`src/rtl/rdbs_pkg.sv`:
```
// Package with the shared types and constants of the ring deque byte store.
package rdbs_pkg;

  localparam int DEPTH_DEF = 16;
  localparam int DATA_W = 8;
  localparam int PTR_W = 5;
  localparam int IDX_W = 4;
  localparam int PTR_MAX = (1 << PTR_W) - 1;

  localparam logic [PTR_W-1:0] CAP_RESET = PTR_W'(16);
  localparam logic [DATA_W-1:0] DASH_CHAR = DATA_W'(45);

  typedef enum logic [1:0] {
    CMD_PUSH_BACK = 2'd0,
    CMD_POP_FRONT = 2'd1,
    CMD_POP_BACK  = 2'd2,
    CMD_READ_AT   = 2'd3
  } cmd_t;

  typedef enum logic [1:0] {
    STS_OK    = 2'd0,
    STS_EMPTY = 2'd1,
    STS_FULL  = 2'd2,
    STS_RANGE = 2'd3
  } status_t;

  typedef struct packed {
    cmd_t              command;
    logic [DATA_W-1:0] value;
    logic [IDX_W-1:0]  index;
  } in_req_t;

  typedef struct packed {
    logic [DATA_W-1:0] data;
    status_t           status;
    logic [PTR_W-1:0]  count;
  } out_rsp_t;

endpackage

```
`src/rtl/ring_deque_byte_store_unit.sv`:
```
// Top level of the ring deque byte store: pointer control around one byte RAM.
//
//   channel  direction  handshake             payload
//   in_      in         in_valid / in_ready   rdbs_pkg::in_req_t
//   out_     out        out_valid / out_ready rdbs_pkg::out_rsp_t
//   cfg_     in         cfg_we                cfg_wdata (capacity in use)
//
// A request settles pointers, count and any store write at acceptance, and the
// popped or read byte comes from the registered RAM read, taken into the output
// in S_READ. A new request is taken while the previous result waits.
// After a capacity write, in_ready stays low while the pointers are reduced by
// repeated subtraction of the new capacity.
// Reset needs no clearing pass: per-slot valid bits make unwritten slots read
// as zero. A stalled output holds the finished result and the RAM read data.
module ring_deque_byte_store_unit #(
  parameter int DEPTH = rdbs_pkg::DEPTH_DEF
) (
  input  logic                          clk,
  input  logic                          rst_n,
  input  logic                          in_valid,
  output logic                          in_ready,
  input  rdbs_pkg::in_req_t             in_req,
  output logic                          out_valid,
  input  logic                          out_ready,
  output rdbs_pkg::out_rsp_t            out_rsp,
  input  logic                          cfg_we,
  input  logic [rdbs_pkg::PTR_W-1:0]    cfg_wdata
);

  localparam int PW = rdbs_pkg::PTR_W;
  localparam int DW = rdbs_pkg::DATA_W;
  localparam int CAP_MAX = (DEPTH > rdbs_pkg::PTR_MAX) ? rdbs_pkg::PTR_MAX : DEPTH;
  localparam int AW = $clog2(CAP_MAX);
  localparam logic [PW-1:0] CAP_MAX_V = PW'(CAP_MAX);

  typedef enum logic [2:0] {
    S_IDLE = 3'b001,
    S_READ = 3'b010,
    S_NORM = 3'b100
  } state_t;

  state_t state_r, state_nxt;

  logic [PW-1:0] cap_cfg_r;
  logic [PW-1:0] cap;
  logic [PW-1:0] head_r, head_nxt, tail_r, tail_nxt;
  logic [PW-1:0] head_raw_r, tail_raw_r;
  logic [PW-1:0] fill_r, fill_nxt;
  logic [CAP_MAX-1:0] vld_r;

  logic          acc;
  logic          use_rd;
  logic          mem_we;
  logic [PW-1:0] waddr_p, raddr_p;
  logic [DW-1:0] const_data;
  rdbs_pkg::status_t sts;

  logic [PW-1:0] head_inc, tail_inc, tail_dec;
  logic [PW:0]   rd_sum;
  logic [PW-1:0] rd_pos;

  logic              pend_use_rd_r, pend_vld_r;
  logic [DW-1:0]     pend_data_r;
  rdbs_pkg::status_t pend_sts_r;
  logic [PW-1:0]     pend_count_r;
  logic [DW-1:0]     rdata;

  logic               out_valid_r;
  rdbs_pkg::out_rsp_t out_rsp_r;
  logic               out_load;
  logic               norm_done;

  always_comb begin
    if (cap_cfg_r == '0) begin
      cap = PW'(1);
    end else if (cap_cfg_r > CAP_MAX_V) begin
      cap = CAP_MAX_V;
    end else begin
      cap = cap_cfg_r;
    end
  end

  assign in_ready = (state_r == S_IDLE);
  assign acc      = in_valid && in_ready;

  assign head_inc = (head_r + PW'(1) == cap) ? '0 : head_r + PW'(1);
  assign tail_inc = (tail_r + PW'(1) == cap) ? '0 : tail_r + PW'(1);
  assign tail_dec = (tail_r == '0) ? cap - PW'(1) : tail_r - PW'(1);
  assign rd_sum   = {1'b0, head_r} + (PW+1)'(in_req.index);
  assign rd_pos   = (rd_sum >= {1'b0, cap}) ? PW'(rd_sum - {1'b0, cap}) : rd_sum[PW-1:0];

  always_comb begin
    head_nxt   = head_r;
    tail_nxt   = tail_r;
    fill_nxt   = fill_r;
    use_rd     = 1'b0;
    mem_we     = 1'b0;
    waddr_p    = tail_r;
    raddr_p    = head_r;
    const_data = '0;
    sts        = rdbs_pkg::STS_OK;
    case (in_req.command)
      rdbs_pkg::CMD_PUSH_BACK: begin
        if (fill_r >= cap) begin
          sts = rdbs_pkg::STS_FULL;
        end else begin
          tail_nxt = (fill_r != '0) ? tail_inc : tail_r;
          waddr_p  = tail_nxt;
          mem_we   = 1'b1;
          fill_nxt = fill_r + PW'(1);
        end
      end
      rdbs_pkg::CMD_POP_FRONT: begin
        if (fill_r == '0) begin
          sts        = rdbs_pkg::STS_EMPTY;
          const_data = rdbs_pkg::DASH_CHAR;
        end else begin
          use_rd   = 1'b1;
          raddr_p  = head_r;
          head_nxt = head_inc;
          fill_nxt = fill_r - PW'(1);
          if (fill_r == PW'(1)) begin
            tail_nxt = head_inc;
          end
        end
      end
      rdbs_pkg::CMD_POP_BACK: begin
        if (fill_r == '0) begin
          sts        = rdbs_pkg::STS_EMPTY;
          const_data = rdbs_pkg::DASH_CHAR;
        end else begin
          use_rd   = 1'b1;
          raddr_p  = tail_r;
          tail_nxt = (fill_r == PW'(1)) ? head_r : tail_dec;
          fill_nxt = fill_r - PW'(1);
        end
      end
      rdbs_pkg::CMD_READ_AT: begin
        if (fill_r == '0) begin
          sts = rdbs_pkg::STS_EMPTY;
        end else if (PW'(in_req.index) >= cap) begin
          sts = rdbs_pkg::STS_RANGE;
        end else begin
          use_rd  = 1'b1;
          raddr_p = rd_pos;
        end
      end
      default: begin
        sts = rdbs_pkg::STS_OK;
      end
    endcase
  end

  rdbs_ram #(
    .WIDTH(DW),
    .DEPTH(CAP_MAX)
  ) u_store (
    .clk  (clk),
    .we   (acc && mem_we),
    .waddr(waddr_p[AW-1:0]),
    .wdata(in_req.value),
    .re   (acc && use_rd),
    .raddr(raddr_p[AW-1:0]),
    .rdata(rdata)
  );

  assign out_load  = (state_r == S_READ) && (!out_valid_r || out_ready);
  assign norm_done = (head_r < cap) && (tail_r < cap);

  always_comb begin
    state_nxt = state_r;
    case (state_r)
      S_IDLE: begin
        if (acc) begin
          state_nxt = S_READ;
        end
      end
      S_READ: begin
        if (out_load) begin
          state_nxt = S_IDLE;
        end
      end
      S_NORM: begin
        if (norm_done) begin
          state_nxt = S_IDLE;
        end
      end
      default: begin
        state_nxt = S_IDLE;
      end
    endcase
    if (cfg_we) begin
      state_nxt = S_NORM;
    end
  end

  always_ff @(posedge clk) begin
    if (!rst_n) begin
      state_r     <= S_IDLE;
      cap_cfg_r   <= rdbs_pkg::CAP_RESET;
      head_r      <= '0;
      tail_r      <= '0;
      head_raw_r  <= '0;
      tail_raw_r  <= '0;
      fill_r      <= '0;
      vld_r       <= '0;
      out_valid_r <= 1'b0;
    end else begin
      state_r <= state_nxt;
      if (cfg_we) begin
        cap_cfg_r <= cfg_wdata;
        head_r    <= head_raw_r;
        tail_r    <= tail_raw_r;
      end else if (state_r == S_NORM) begin
        head_r <= (head_r >= cap) ? head_r - cap : head_r;
        tail_r <= (tail_r >= cap) ? tail_r - cap : tail_r;
      end else if (acc) begin
        head_r     <= head_nxt;
        tail_r     <= tail_nxt;
        head_raw_r <= head_nxt;
        tail_raw_r <= tail_nxt;
        fill_r     <= fill_nxt;
      end
      if (acc && mem_we) begin
        vld_r[waddr_p[AW-1:0]] <= 1'b1;
      end
      if (out_load) begin
        out_valid_r <= 1'b1;
      end else if (out_ready) begin
        out_valid_r <= 1'b0;
      end
    end
  end

  always_ff @(posedge clk) begin
    if (acc) begin
      pend_use_rd_r <= use_rd;
      pend_vld_r    <= vld_r[raddr_p[AW-1:0]];
      pend_data_r   <= const_data;
      pend_sts_r    <= sts;
      pend_count_r  <= fill_nxt;
    end
    if (out_load) begin
      out_rsp_r.data   <= pend_use_rd_r ? (pend_vld_r ? rdata : '0) : pend_data_r;
      out_rsp_r.status <= pend_sts_r;
      out_rsp_r.count  <= pend_count_r;
    end
  end

  assign out_valid = out_valid_r;
  assign out_rsp   = out_rsp_r;

  a_fill_bound: assert property (@(posedge clk) disable iff (!rst_n)
    fill_r <= CAP_MAX_V)
    else $error("Fill count exceeds the largest usable capacity.");

  a_ptr_reduced: assert property (@(posedge clk) disable iff (!rst_n)
    (state_r == S_IDLE) |-> (head_r < cap) && (tail_r < cap))
    else $error("Pointers are not reduced below the capacity while idle.");

  a_empty_ptrs: assert property (@(posedge clk) disable iff (!rst_n)
    (state_r == S_IDLE) && (fill_r == '0) |-> (head_r == tail_r))
    else $error("Empty buffer has head and tail apart.");

  a_accept_read: assert property (@(posedge clk) disable iff (!rst_n)
    acc && !cfg_we |=> (state_r == S_READ))
    else $error("Accepted request did not move to the memory read.");

  a_out_source: assert property (@(posedge clk) disable iff (!rst_n)
    $rose(out_valid_r) |-> $past(state_r == S_READ))
    else $error("Result appeared without a completed memory read.");

endmodule

```
`src/rtl/rdbs_ram.sv`:
```
// Generic single-write, single-read RAM with a registered read port.
module rdbs_ram #(
  parameter int WIDTH = 8,
  parameter int DEPTH = 16,
  localparam int AW = (DEPTH > 1) ? $clog2(DEPTH) : 1
) (
  input  logic             clk,
  input  logic             we,
  input  logic [AW-1:0]    waddr,
  input  logic [WIDTH-1:0] wdata,
  input  logic             re,
  input  logic [AW-1:0]    raddr,
  output logic [WIDTH-1:0] rdata
);

  logic [WIDTH-1:0] mem [DEPTH];

  always_ff @(posedge clk) begin
    if (we) begin
      mem[waddr] <= wdata;
    end
    if (re) begin
      rdata <= mem[raddr];
    end
  end

endmodule

```
`config.mk`:
```
export PLATFORM = sky130hd
export DESIGN_NAME = ring_deque_byte_store_unit
export DESIGN_NICKNAME = d
export VERILOG_FILES = /design/src/rtl/rdbs_pkg.sv /design/src/rtl/ring_deque_byte_store_unit.sv /design/src/rtl/rdbs_ram.sv
export SDC_FILE = /design/constraint.sdc
export NUM_CORES = 1
export LEC_CHECK = 0
export BUFFER_PORTS_ARGS = -buffer_cell sky130_fd_sc_hd__buf_4
export CAP_MARGIN = 20
export CORE_UTILIZATION = 56
export DETAILED_ROUTE_END_ITERATION = 16
export MAX_ROUTING_LAYER = met4
export PLACE_DENSITY = 0.8
export SETUP_SLACK_MARGIN = 0.2
export SLEW_MARGIN = 20
export SYNTH_ARGS = -nofsm -noshare
export SYNTH_HDL_FRONTEND = slang
export SYNTH_SLANG_ARGS = --single-unit
```
`constraint.sdc`:
```
create_clock -name clk -period 10.4 [get_ports clk]
set_input_delay 0.52 -clock clk [delete_from_list [all_inputs] [get_ports clk]]
set_output_delay 0.52 -clock clk [all_outputs]
set_load 0.1 [all_outputs]
```
==> flow_metrics.env, run 1 <==
export IMPL_path_class="reg2reg"
export IMPL_reg2reg_to="u_store.rdata[0]"
export IMPL_cts_buffers=21
export IMPL_slew_headroom_pct=25.9
export IMPL_grt_max_degree=37
export IMPL_hp_class="in2reg"
export IMPL_setup_violations=0
export IMPL_reg2reg_from="head_r[1]"
export IMPL_max_cap_violations=0
export IMPL_clk_pin_slew_ps=70
export IMPL_grt_pass1_vias=6959
export IMPL_cts_resized=0
export IMPL_syn_nets=885
export IMPL_cts_sinks=211
export IMPL_synthFlopType="edfxtp_1"
export IMPL_hold_path_end="cap_cfg_r[4]"
export IMPL_synth_edf_count=161
export IMPL_max_vdd_ir_drop_mv=0.132
export IMPL_cp_slowest_cell="mux4_1"
export IMPL_seq_area_sq_um=5840
export IMPL_syn_avg_cell_area_sq_um=12.9
export IMPL_antenna_cells=0
export IMPL_postCtsSetupRepairBufs=0
export IMPL_status="finished with violations"
export IMPL_cp_arrival_ps=5190
export IMPL_syn_cell_area_sq_um=10500
export IMPL_drive_gt1_share_pct=14.1
export IMPL_syn2layout_area_growth_pct=11.1
export IMPL_async_reset_ff_share_pct=0
export IMPL_crit_start="head_r[1]"
export IMPL_fillers=1287
export IMPL_path_max_fanout=36
export IMPL_fin_crit_ps=4970
export IMPL_routed_wl_microns=24400
export IMPL_track_usage_pct=26.7
export IMPL_drt_pass1_iterations=11
export IMPL_multiInputGateArea_sq_um=4400
export IMPL_grt_overflow=0
export IMPL_cts_root_buf="clkbuf_16"
export IMPL_cp_end_kind="flop"
export IMPL_start_kind="flop"
export IMPL_insertion_delay_ps=510
export IMPL_p_leak_uw=0.00422
export IMPL_critical_path_cell_chain="ha_1 -> a21o_1 -> a21oi_1 -> xnor2_1 -> ha_1 -> a21oi_1 -> nor2b_1 -> a2111oi_4 -> mux2_4 -> o211ai_4 -> buf_4 -> mux4_1 -> mux2i_1 -> mux2i_1"
export IMPL_grt_pass1_wl_microns=38400
export IMPL_hold_viol=0
export IMPL_clockBufferDepth=3
export IMPL_hp_start="cfg_wdata[4]"
export IMPL_skew_ps=18.3
export IMPL_viasPerCell=6.50
export IMPL_drt_iter0_drc=701
export IMPL_cts_tree="yes"
export IMPL_rows=49
export IMPL_ys_ff_latch=211
export IMPL_antenna_found_initial=0
export IMPL_dr_total_vias=7127
export IMPL_rrSetupSlack_ps=5430
export IMPL_finalMaxSlewViolations=0
export IMPL_synth_most_common_cell="edfxtp_1"
export IMPL_start_util_pct=57.9
export IMPL_io_buffers=40
export IMPL_chipWidth_microns=139
export IMPL_worst_pin_slew_ps=1110
export IMPL_yosys_area_top_type_share_pct=45.9
export IMPL_synth_distinct_cells=80
export IMPL_nets=921
export IMPL_synthCells=818
export IMPL_setup_tns_ps=0
export IMPL_cts_hold_fix_buffers=0
export IMPL_rsz0062_at_grt="no"
export IMPL_violations="DRC"
export IMPL_wire_per_inst_microns=22.2
export IMPL_final_antenna_net_count=0
export IMPL_max_freq_ghz=0.201
export IMPL_fin_crit_sh_pct=47.8
export IMPL_yosys_warnings=0
export IMPL_slowest_delay_ps=640
export IMPL_io_pins=41
export IMPL_required_ps=10630
export IMPL_drc=2
export IMPL_powerDensity_nw_per_um2=171
export IMPL_dp_hpwl_microns=15800
export IMPL_place_ws_ps=5340
export IMPL_p_total_uw=2010
export IMPL_h_tree_depth=1
export IMPL_synth_common_cells="edfxtp_1, nor2_1, dfxtp_1, nand2_1, a21oi_1"
export IMPL_utilization_pct=64.3
export IMPL_core_area_sq_um=18200
export IMPL_fin_ws_ps=5430
export IMPL_final_cell_area_sq_um=11700
export IMPL_seq_area_frac_synth_pct=55.4
export IMPL_die_area_sq_um=19400
export IMPL_ys_top_cells_by_area="edfxtp_1, dfxtp_1, mux4_2"
export IMPL_rr_worst_depth=14
export IMPL_synth_largest_area_cell="edfxtp_1"
export IMPL_gp_congestion=0.922
export IMPL_dpl_cell_area_sq_um=11000
export IMPL_die_height_microns=139
export IMPL_hold_path_depth=3
## area by class of cell
type	instances	area share [%]
clock inverters	10	1.07
well taps	229	2.45
inverters	39	1.25
repair buffers	49	3.14
multi-input cells	532	37.6
clock buffers	27	4.68
flip-flops and latches	211	49.8
## registers in the layout, indices dropped and copies added, names as in the netlist, 8 cells and up
name,count
u_store.rdata,8
u_store.mem,128
vld_r,16
out_rsp,15
## worst max-delay path by stage
| stage | to | slack (ps) |
|---|---|---|
| after floorplan | tail_r[1] | 5830 |
| after global placement | u_store.rdata[4] | 5460 |
| after detailed placement | u_store.rdata[4] | 5340 |
| after CTS | u_store.rdata[0] | 5460 |
| after global routing | u_store.rdata[0] | 5160 |
| final | u_store.rdata[0] | 5430 |
## cells by family (layout without fill, tap and decap cells)
logic type	count (synthesis)	after routing	share of synthesized area (%)
compound gates	197	197	13.2
xor+xnor	21	21	2.02
fa+ha+maj	43	43	5.39
buf+inv	75	125	2.97
flops	211	211	55.4
mux	76	76	11.9
simple gates	195	195	9.21
## through the flow
stage          hold slack [ps]  instances
2_1_floorplan              400        818
3_3_place_gp               402       1060
3_5_place_dp               405       1060
4_1_cts                    221       1097
5_1_grt                    245       1097
6_report                   220       1097
## cells in the final DEF, fill, tap and decap left out, types with 4 or more instances in the layout
cell       instances
a211oi_1           7
a21o_1             7
a21oi_1           41
a31o_2             6
a31oi_1           13
and2_1             6
and3_1             9
buf_4             49
clkbuf_1           6
clkbuf_16         21
clkinv_1           4
dfxtp_1           50
edfxtp_1         161
fa_1               4
ha_1              39
inv_1             38
mux2i_1           37
mux4_1             9
mux4_2            27
nand2_1           42
nand2b_1           9
nand3_1           17
nand4_1            4
nor2_1            58
nor2b_1           15
nor3_1            11
nor3b_1            4
nor4_1             4
o211ai_1          16
o21a_1            25
o21ai_0           33
or3_1              5
xnor2_1           14
xor2_1             5
## worst max-delay path: cells and delay by family, from the launching register on
family | cells | cell delay (ps)
mux | 4 | 1450
compound gates | 5 | 1120
fa+ha+maj | 2 | 650
flops | 1 | 620
buf+inv | 1 | 550
xor+xnor | 1 | 170
simple gates | 1 | 90
## routing by layer
metal  vias up  global-route usage (%)  wire, microns
met5         -                       -              0
met4         0                    6.67            510
met3        54                    5.42           2250
met2       354                    41.5          11500
met1      3489                    36.2          10100
li1       3230                       -              -
## power breakdown
group	total (uW)	internal [uW]	switching, uW
Sequential	943	924	19.2
Clock	758	447	311
Combinational	305	128	177
Power figures use the tool's default switching activity.
==> run 2: changes to the inputs <==
ABC_AREA = 1   (was not set)
clock period = 5 ns   (was 10.4 ns; I/O delays follow)
==> flow_metrics.env, run 2 <==
export IMPL_powerDensity_nw_per_um2=388
export IMPL_rows=51
export IMPL_synth_fa_ha_area_share_pct=5.02
export IMPL_wire_per_inst_microns=17.8
export IMPL_cp_depth=22
export IMPL_max_vdd_ir_drop_mv=0.223
export IMPL_hold_viol=0
export IMPL_multiInputGateArea_sq_um=4410
export IMPL_rsz0062_at_grt="no"
export IMPL_max_freq_ghz=0.244
export IMPL_cts_sinks=211
export IMPL_crit_top_cell="nand2_1"
export IMPL_synth_compound_area_share_pct=8.70
export IMPL_switchingPower_uw=1460
export IMPL_ys_top_cells_by_area="edfxtp_1, nand3_1, dfxtp_1"
export IMPL_syn_cell_area_sq_um=11300
export IMPL_hp_class="in2reg"
export IMPL_track_usage_pct=28.9
export IMPL_core_area_sq_um=19700
export IMPL_h_tree_depth=1
export IMPL_yosys_warnings=0
export IMPL_ys_ff_latch=211
export IMPL_cts_root_buf="clkbuf_16"
export IMPL_start_util_pct=57.6
export IMPL_hold_path_depth=3
export IMPL_cp_slowest_cell="buf_4"
export IMPL_met3_usage_pct=5.00
export IMPL_fin_crit_ps=4100
export IMPL_crit_start="cap_cfg_r[4]"
export IMPL_path_class="reg2reg"
export IMPL_drt_iter0_drc=888
export IMPL_path_max_fanout=72
export IMPL_viasPerCell=5.72
export IMPL_routed_wl_microns=28200
export IMPL_drive_gt1_share_pct=9.84
export IMPL_drc=0
export IMPL_status="finished clean"
export IMPL_required_ps=5270
export IMPL_reg2reg_to="u_store.rdata[4]"
export IMPL_synthXorXnorAreaFrac_pct=1.86
export IMPL_worst_pin_slew_ps=1030
export IMPL_hp_start="cfg_wdata[1]"
export IMPL_synth_common_cells="nand2_1, nand3_1, inv_1, edfxtp_1, a21oi_1"
export IMPL_seq_area_frac_synth_pct=51.6
export IMPL_dp_cells=1539
export IMPL_cts_tree="yes"
export IMPL_io_pins=41
export IMPL_syn2layout_area_growth_pct=11.3
export IMPL_dp_hpwl_microns=18600
export IMPL_mostFrequentLayoutCells="nand2_1, nand3_1, inv_1"
export IMPL_synth_distinct_cells=50
export IMPL_synth_most_common_cell="nand2_1"
export IMPL_chipWidth_microns=144
export IMPL_setup_violations=0
export IMPL_largest_register="u_store.mem"
export IMPL_cp_arrival_ps=4370
export IMPL_finalMaxSlewViolations=0
export IMPL_reg2reg_from="cap_cfg_r[4]"
export IMPL_layoutNonFillerInstCount=1587
export IMPL_cts_buffers=23
export IMPL_clockPowerShare_pct=38.5
export IMPL_slew_headroom_pct=30.7
export IMPL_setup_tns_ps=0
export IMPL_antenna_found_initial=0
export IMPL_whs_ps=9.70
export IMPL_synthCells=1275
export IMPL_p_leak_uw=0.00552
export IMPL_max_cap_violations=0
export IMPL_synthFlopType="edfxtp_1"
export IMPL_hold_path_end="cap_cfg_r[1]"
export IMPL_critical_path_cell_chain="inv_2 -> nand2_1 -> o21ai_1 -> ha_1 -> fa_1 -> inv_1 -> nand2_1 -> nand3_1 -> nand2_1 -> nand2_1 -> nand2_1 -> nand3_2 -> nand2_1 -> nand2_1 -> o21bai_4 -> nand2_4 -> buf_4 -> nand3_1 -> nand3_1 -> nand3_1 -> nand3_1 -> nand2_1"
export IMPL_cts_resized=0
export IMPL_drt_pass1_iterations=5
export IMPL_seq_area_sq_um=5840
export IMPL_switching_share_pct=29.8
export IMPL_final_antenna_net_count=0
export IMPL_fillers=1617
export IMPL_start_kind="flop"
export IMPL_grt_overflow=0
export IMPL_yosys_area_top_type_share_pct=42.7
export IMPL_grt_max_degree=73
export IMPL_grt_pass1_vias=8388
export IMPL_clockBufferDepth=3
export IMPL_synth_top_family_by_area="simple AND/OR/NAND/NOR gates"
export IMPL_synth_largest_area_cell="edfxtp_1"
export IMPL_path_delay_family="simple AND/OR/NAND/NOR gates"
export IMPL_dr_total_vias=9072
export IMPL_cts_hold_fix_buffers=5
export IMPL_syn_nets=1342
export IMPL_rrSetupSlack_ps=900
export IMPL_p_seq_share_pct=40.6
export IMPL_syn_avg_cell_area_sq_um=8.88
export IMPL_async_reset_ff_share_pct=0
export IMPL_crit_buf_inv=3
export IMPL_slowest_delay_ps=620
export IMPL_rr_worst_depth=22
export IMPL_die_area_sq_um=20800
export IMPL_combPwrFrac_pct=20.8
export IMPL_cp_end_kind="flop"
export IMPL_grt_pass1_wl_microns=44400
export IMPL_synth_edf_count=161
export IMPL_gr_usage_met1_pct=40.0
export IMPL_skew_ps=16.8
export IMPL_die_height_microns=144
export IMPL_synthMuxAreaShare_pct=0
export IMPL_intPower_uw=3430
export IMPL_io_buffers=40
export IMPL_largest_reg_flops=128
export IMPL_postCtsSetupRepairBufs=0
export IMPL_fin_crit_sh_pct=82.0
export IMPL_grt_util_met2_pct=42.4
export IMPL_nets=1371
export IMPL_insertion_delay_ps=530
export IMPL_fin_ws_ps=898
export IMPL_gp_congestion=0.929
export IMPL_mostFrequentLayoutCell="nand2_1"
export IMPL_synth_simple_area_share_pct=23.4
export IMPL_grt_busiest_layer="met2"
export IMPL_place_ws_ps=1030
export IMPL_clk_pin_slew_ps=60
## run 2: layout make-up
class / count / area share (%)
flip-flops and latches: 211 / 46.3
multi-input cells: 812 / 35.0
repair buffers: 50 / 3.08
clock buffers: 31 / 5.12
inverters: 206 / 6.20
clock inverters: 11 / 1.61
diodes: 1 / 0.0199
well taps: 265 / 2.63
## run 2: stage by stage
step	utilization (%)	area [sq um]	total power, uW
final	64.1	12600	4880
after CTS	64.1	12600	4870
after detailed placement	59.5	11700	3000
after floorplan	-	11300	2760
after global placement	59.5	11700	2990
after global routing	64.1	12600	5070
## run 2: worst max-delay path by stage
stage                         end  slack [ps]
2_1_floorplan  u_store.mem[11][0]         540
3_3_place_gp     u_store.rdata[1]        1150
3_5_place_dp     u_store.rdata[4]        1030
4_1_cts          u_store.rdata[4]         970
5_1_grt                pend_vld_r         700
6_report         u_store.rdata[4]         900
## run 2: kinds of logic (layout without fill, tap and decap cells)
| logic type | count (synthesis) | count (layout) |
|---|---|---|
| AOI/OAI and AO/OA | 167 | 167 |
| xor gates and xnor gates | 24 | 24 |
| adders and majority gates | 43 | 43 |
| buffers and inverters | 252 | 298 |
| DFF | 211 | 211 |
| other | 0 | 1 |
| and+or+nand+nor | 578 | 578 |
## run 2: power by group through the flow
| stage | Sequential [uW] | Combinational (uW) | Clock [uW] |
|---|---|---|---|
| after floorplan | 2010 | 751 | 0 |
| after global placement | 2020 | 973 | 0 |
| after detailed placement | 2020 | 984 | 0 |
| after CTS | 1980 | 998 | 1890 |
| after global routing | 1990 | 1120 | 1960 |
| final | 1980 | 1020 | 1880 |
## run 2: worst register-to-register path: cells and delay by family, from the launching register on
family / cells / cell delay, ps
AND/OR/NAND/NOR: 15 / 1440
AO/OA/AOI/OAI: 2 / 280
buffers and inverters: 3 / 840
flip-flops: 1 / 570
adder cells (fa/ha/maj): 2 / 720
## run 2: per-layer routing
layer | vias to the layer above | part of all wire [%]
met3 | 65 | 10
met2 | 482 | 44
li1 | 4318 | -
met5 | - | 0
met4 | 0 | 2.9
met1 | 4207 | 43
==> run 3: changes to the inputs <==
PLACE_DENSITY = 0.83   (was 0.8)
clock period = 3.6 ns   (was 5 ns; I/O delays follow)
==> flow_metrics.env, run 3 (synthesis results as in run 2) <==
export IMPL_syn2layout_area_growth_pct=18.5
export IMPL_grt_util_met2_pct=45.9
export IMPL_hold_viol=16
export IMPL_insertion_delay_ps=530
export IMPL_antenna_found_initial=1
export IMPL_final_antenna_net_count=0
export IMPL_layoutNonFillerInstCount=1645
export IMPL_violations="hold timing"
export IMPL_max_freq_ghz=0.296
export IMPL_drt_pass1_iterations=7
export IMPL_path_delay_family="simple AND/OR/NAND/NOR gates"
export IMPL_grt_overflow=0
export IMPL_hp_class="in2reg"
export IMPL_die_height_microns=144
export IMPL_core_area_sq_um=19700
export IMPL_whs_ps=-12.3
export IMPL_wire_per_inst_microns=19.2
export IMPL_rsz0062_at_grt="yes"
export IMPL_dr_total_vias=9705
export IMPL_cp_slowest_cell="fa_2"
export IMPL_slowest_delay_ps=580
export IMPL_max_cap_violations=0
export IMPL_fin_ws_ps=223
export IMPL_cts_buffers=24
export IMPL_clk_pin_slew_ps=60
export IMPL_setup_tns_ps=0
export IMPL_critical_path_cell_chain="ha_2 -> fa_2 -> inv_2 -> fa_2 -> inv_1 -> nand2_1 -> nand3_1 -> nand2_1 -> nand2_1 -> nand2_2 -> nand4_1 -> nand2_2 -> o21bai_4 -> nand2_8 -> nand2_8 -> clkbuf_16 -> nand2_1 -> nand3_1 -> nand3_1 -> nand3_1 -> nand2_1"
export IMPL_setup_violations=0
export IMPL_io_buffers=40
export IMPL_io_pins=41
export IMPL_crit_top_cell="nand2_1"
export IMPL_h_tree_depth=1
export IMPL_mostFrequentLayoutCells="nand2_1, nand3_1, inv_1"
export IMPL_mostFrequentLayoutCell="nand2_1"
export IMPL_path_class="reg2reg"
export IMPL_cts_sinks=211
export IMPL_dp_hpwl_microns=20000
export IMPL_p_leak_uw=0.00583
export IMPL_start_kind="flop"
export IMPL_cts_tree="yes"
export IMPL_largest_register="u_store.mem"
export IMPL_grt_pass1_vias=8783
export IMPL_gp_congestion=0.939
export IMPL_path_max_fanout=11
export IMPL_status="finished with violations"
export IMPL_utilization_pct=68.2
export IMPL_crit_buf_inv=3
export IMPL_chipWidth_microns=144
export IMPL_rows=51
export IMPL_routed_wl_microns=31600
export IMPL_cts_root_buf="clkbuf_16"
export IMPL_clockBufferDepth=3
export IMPL_grt_max_degree=62
export IMPL_grt_pass1_wl_microns=46000
export IMPL_place_ws_ps=81.3
export IMPL_die_area_sq_um=20800
export IMPL_met3_usage_pct=5.33
export IMPL_fillers=1497
export IMPL_viasPerCell=5.90
export IMPL_gr_usage_met1_pct=39.5
export IMPL_start_util_pct=57.6
export IMPL_worst_pin_slew_ps=919
export IMPL_track_usage_pct=29.8
export IMPL_nets=1429
export IMPL_skew_ps=8.99
export IMPL_largest_reg_flops=128
export IMPL_drt_iter0_drc=1516
export IMPL_fin_crit_ps=3380
export IMPL_powerDensity_nw_per_um2=508
export IMPL_slew_headroom_pct=38.4
export IMPL_max_vdd_ir_drop_mv=0.356
export IMPL_cp_arrival_ps=3660
export IMPL_grt_busiest_layer="met2"
export IMPL_required_ps=3880
export IMPL_drc=0
export IMPL_dp_cells=1571
export IMPL_fin_crit_sh_pct=93.8
export IMPL_drive_gt1_share_pct=15.9
export IMPL_finalMaxSlewViolations=0
export IMPL_cp_end_kind="flop"
run 3: changes by cell type in the layout (fill, tap and decap cells not counted), moves of 4 or more:
cell,change
buf_12,+8
buf_4,+31
buf_6,+4
clkbuf_16,+7
clkbuf_8,-4
clkinv_2,+7
clkinvlp_4,+6
dlygate4sd3_1,+4
inv_1,-9
nand3_1,-10
nand3_2,+9
run 3: worst paths after layout:
path	startpoint	end	slack [ps]	cells after the start
worst max-delay path	head_r[0]	u_store.rdata[0]	220	21
worst min-delay path	in_req[10]	u_store.mem[2][6]	-10	1
worst max register to register	head_r[0]	u_store.rdata[0]	220	21
worst min register to register	pend_count_r[2]	out_rsp[2]	420	0
run 3: where the power goes:
part           leakage (uW)  internal (uW)  total, uW  switching, uW
sequential          0.00186           2690       2750           54.8
clock              0.000375           1360       2350            988
combinational       0.00360            616       1710           1100
total               0.00583           4670       6820           2140
run 3: metrics by stage:
stage | power [uW] | instance area, sq um
2_1_floorplan | 3830 | 11300
6_report | 6820 | 13400
5_1_grt | 7070 | 13400
3_5_place_dp | 4230 | 12000
3_3_place_gp | 4190 | 12000
4_1_cts | 6580 | 12900
run 3: area by class of cell:
| type | count | area, sq um | area share, % |
|---|---|---|---|
| Sequential cell | 211 | 5840 | 43.6 |
| Multi-Input combinational cell | 813 | 4600 | 34.3 |
| Timing Repair Buffer | 105 | 1060 | 7.89 |
| Inverter | 206 | 812 | 6.06 |
| Clock buffer | 26 | 608 | 4.54 |
| Tap cell | 265 | 332 | 2.47 |
| Clock inverter | 17 | 148 | 1.10 |
| Timing Repair inverter | 1 | 8.76 | 0.0653 |
| Antenna cell | 1 | 2.50 | 0.0187 |
run 3: what timing repair did:
item	CTS	global route
gates resized for setup	4	45
setup buffers	2	8
endpoints found under the hold margin	23	0
hold buffers	9	0
cloned	0	11
endpoints found under the setup margin	9	86
pin swaps	3	11
run 3: routing by layer:
layer / vias up / routed length [microns]
li1: 4455 / -
met1: 4503 / 12300
met2: 649 / 14800
met3: 98 / 3530
met4: 0 / 986
met5: - / 0
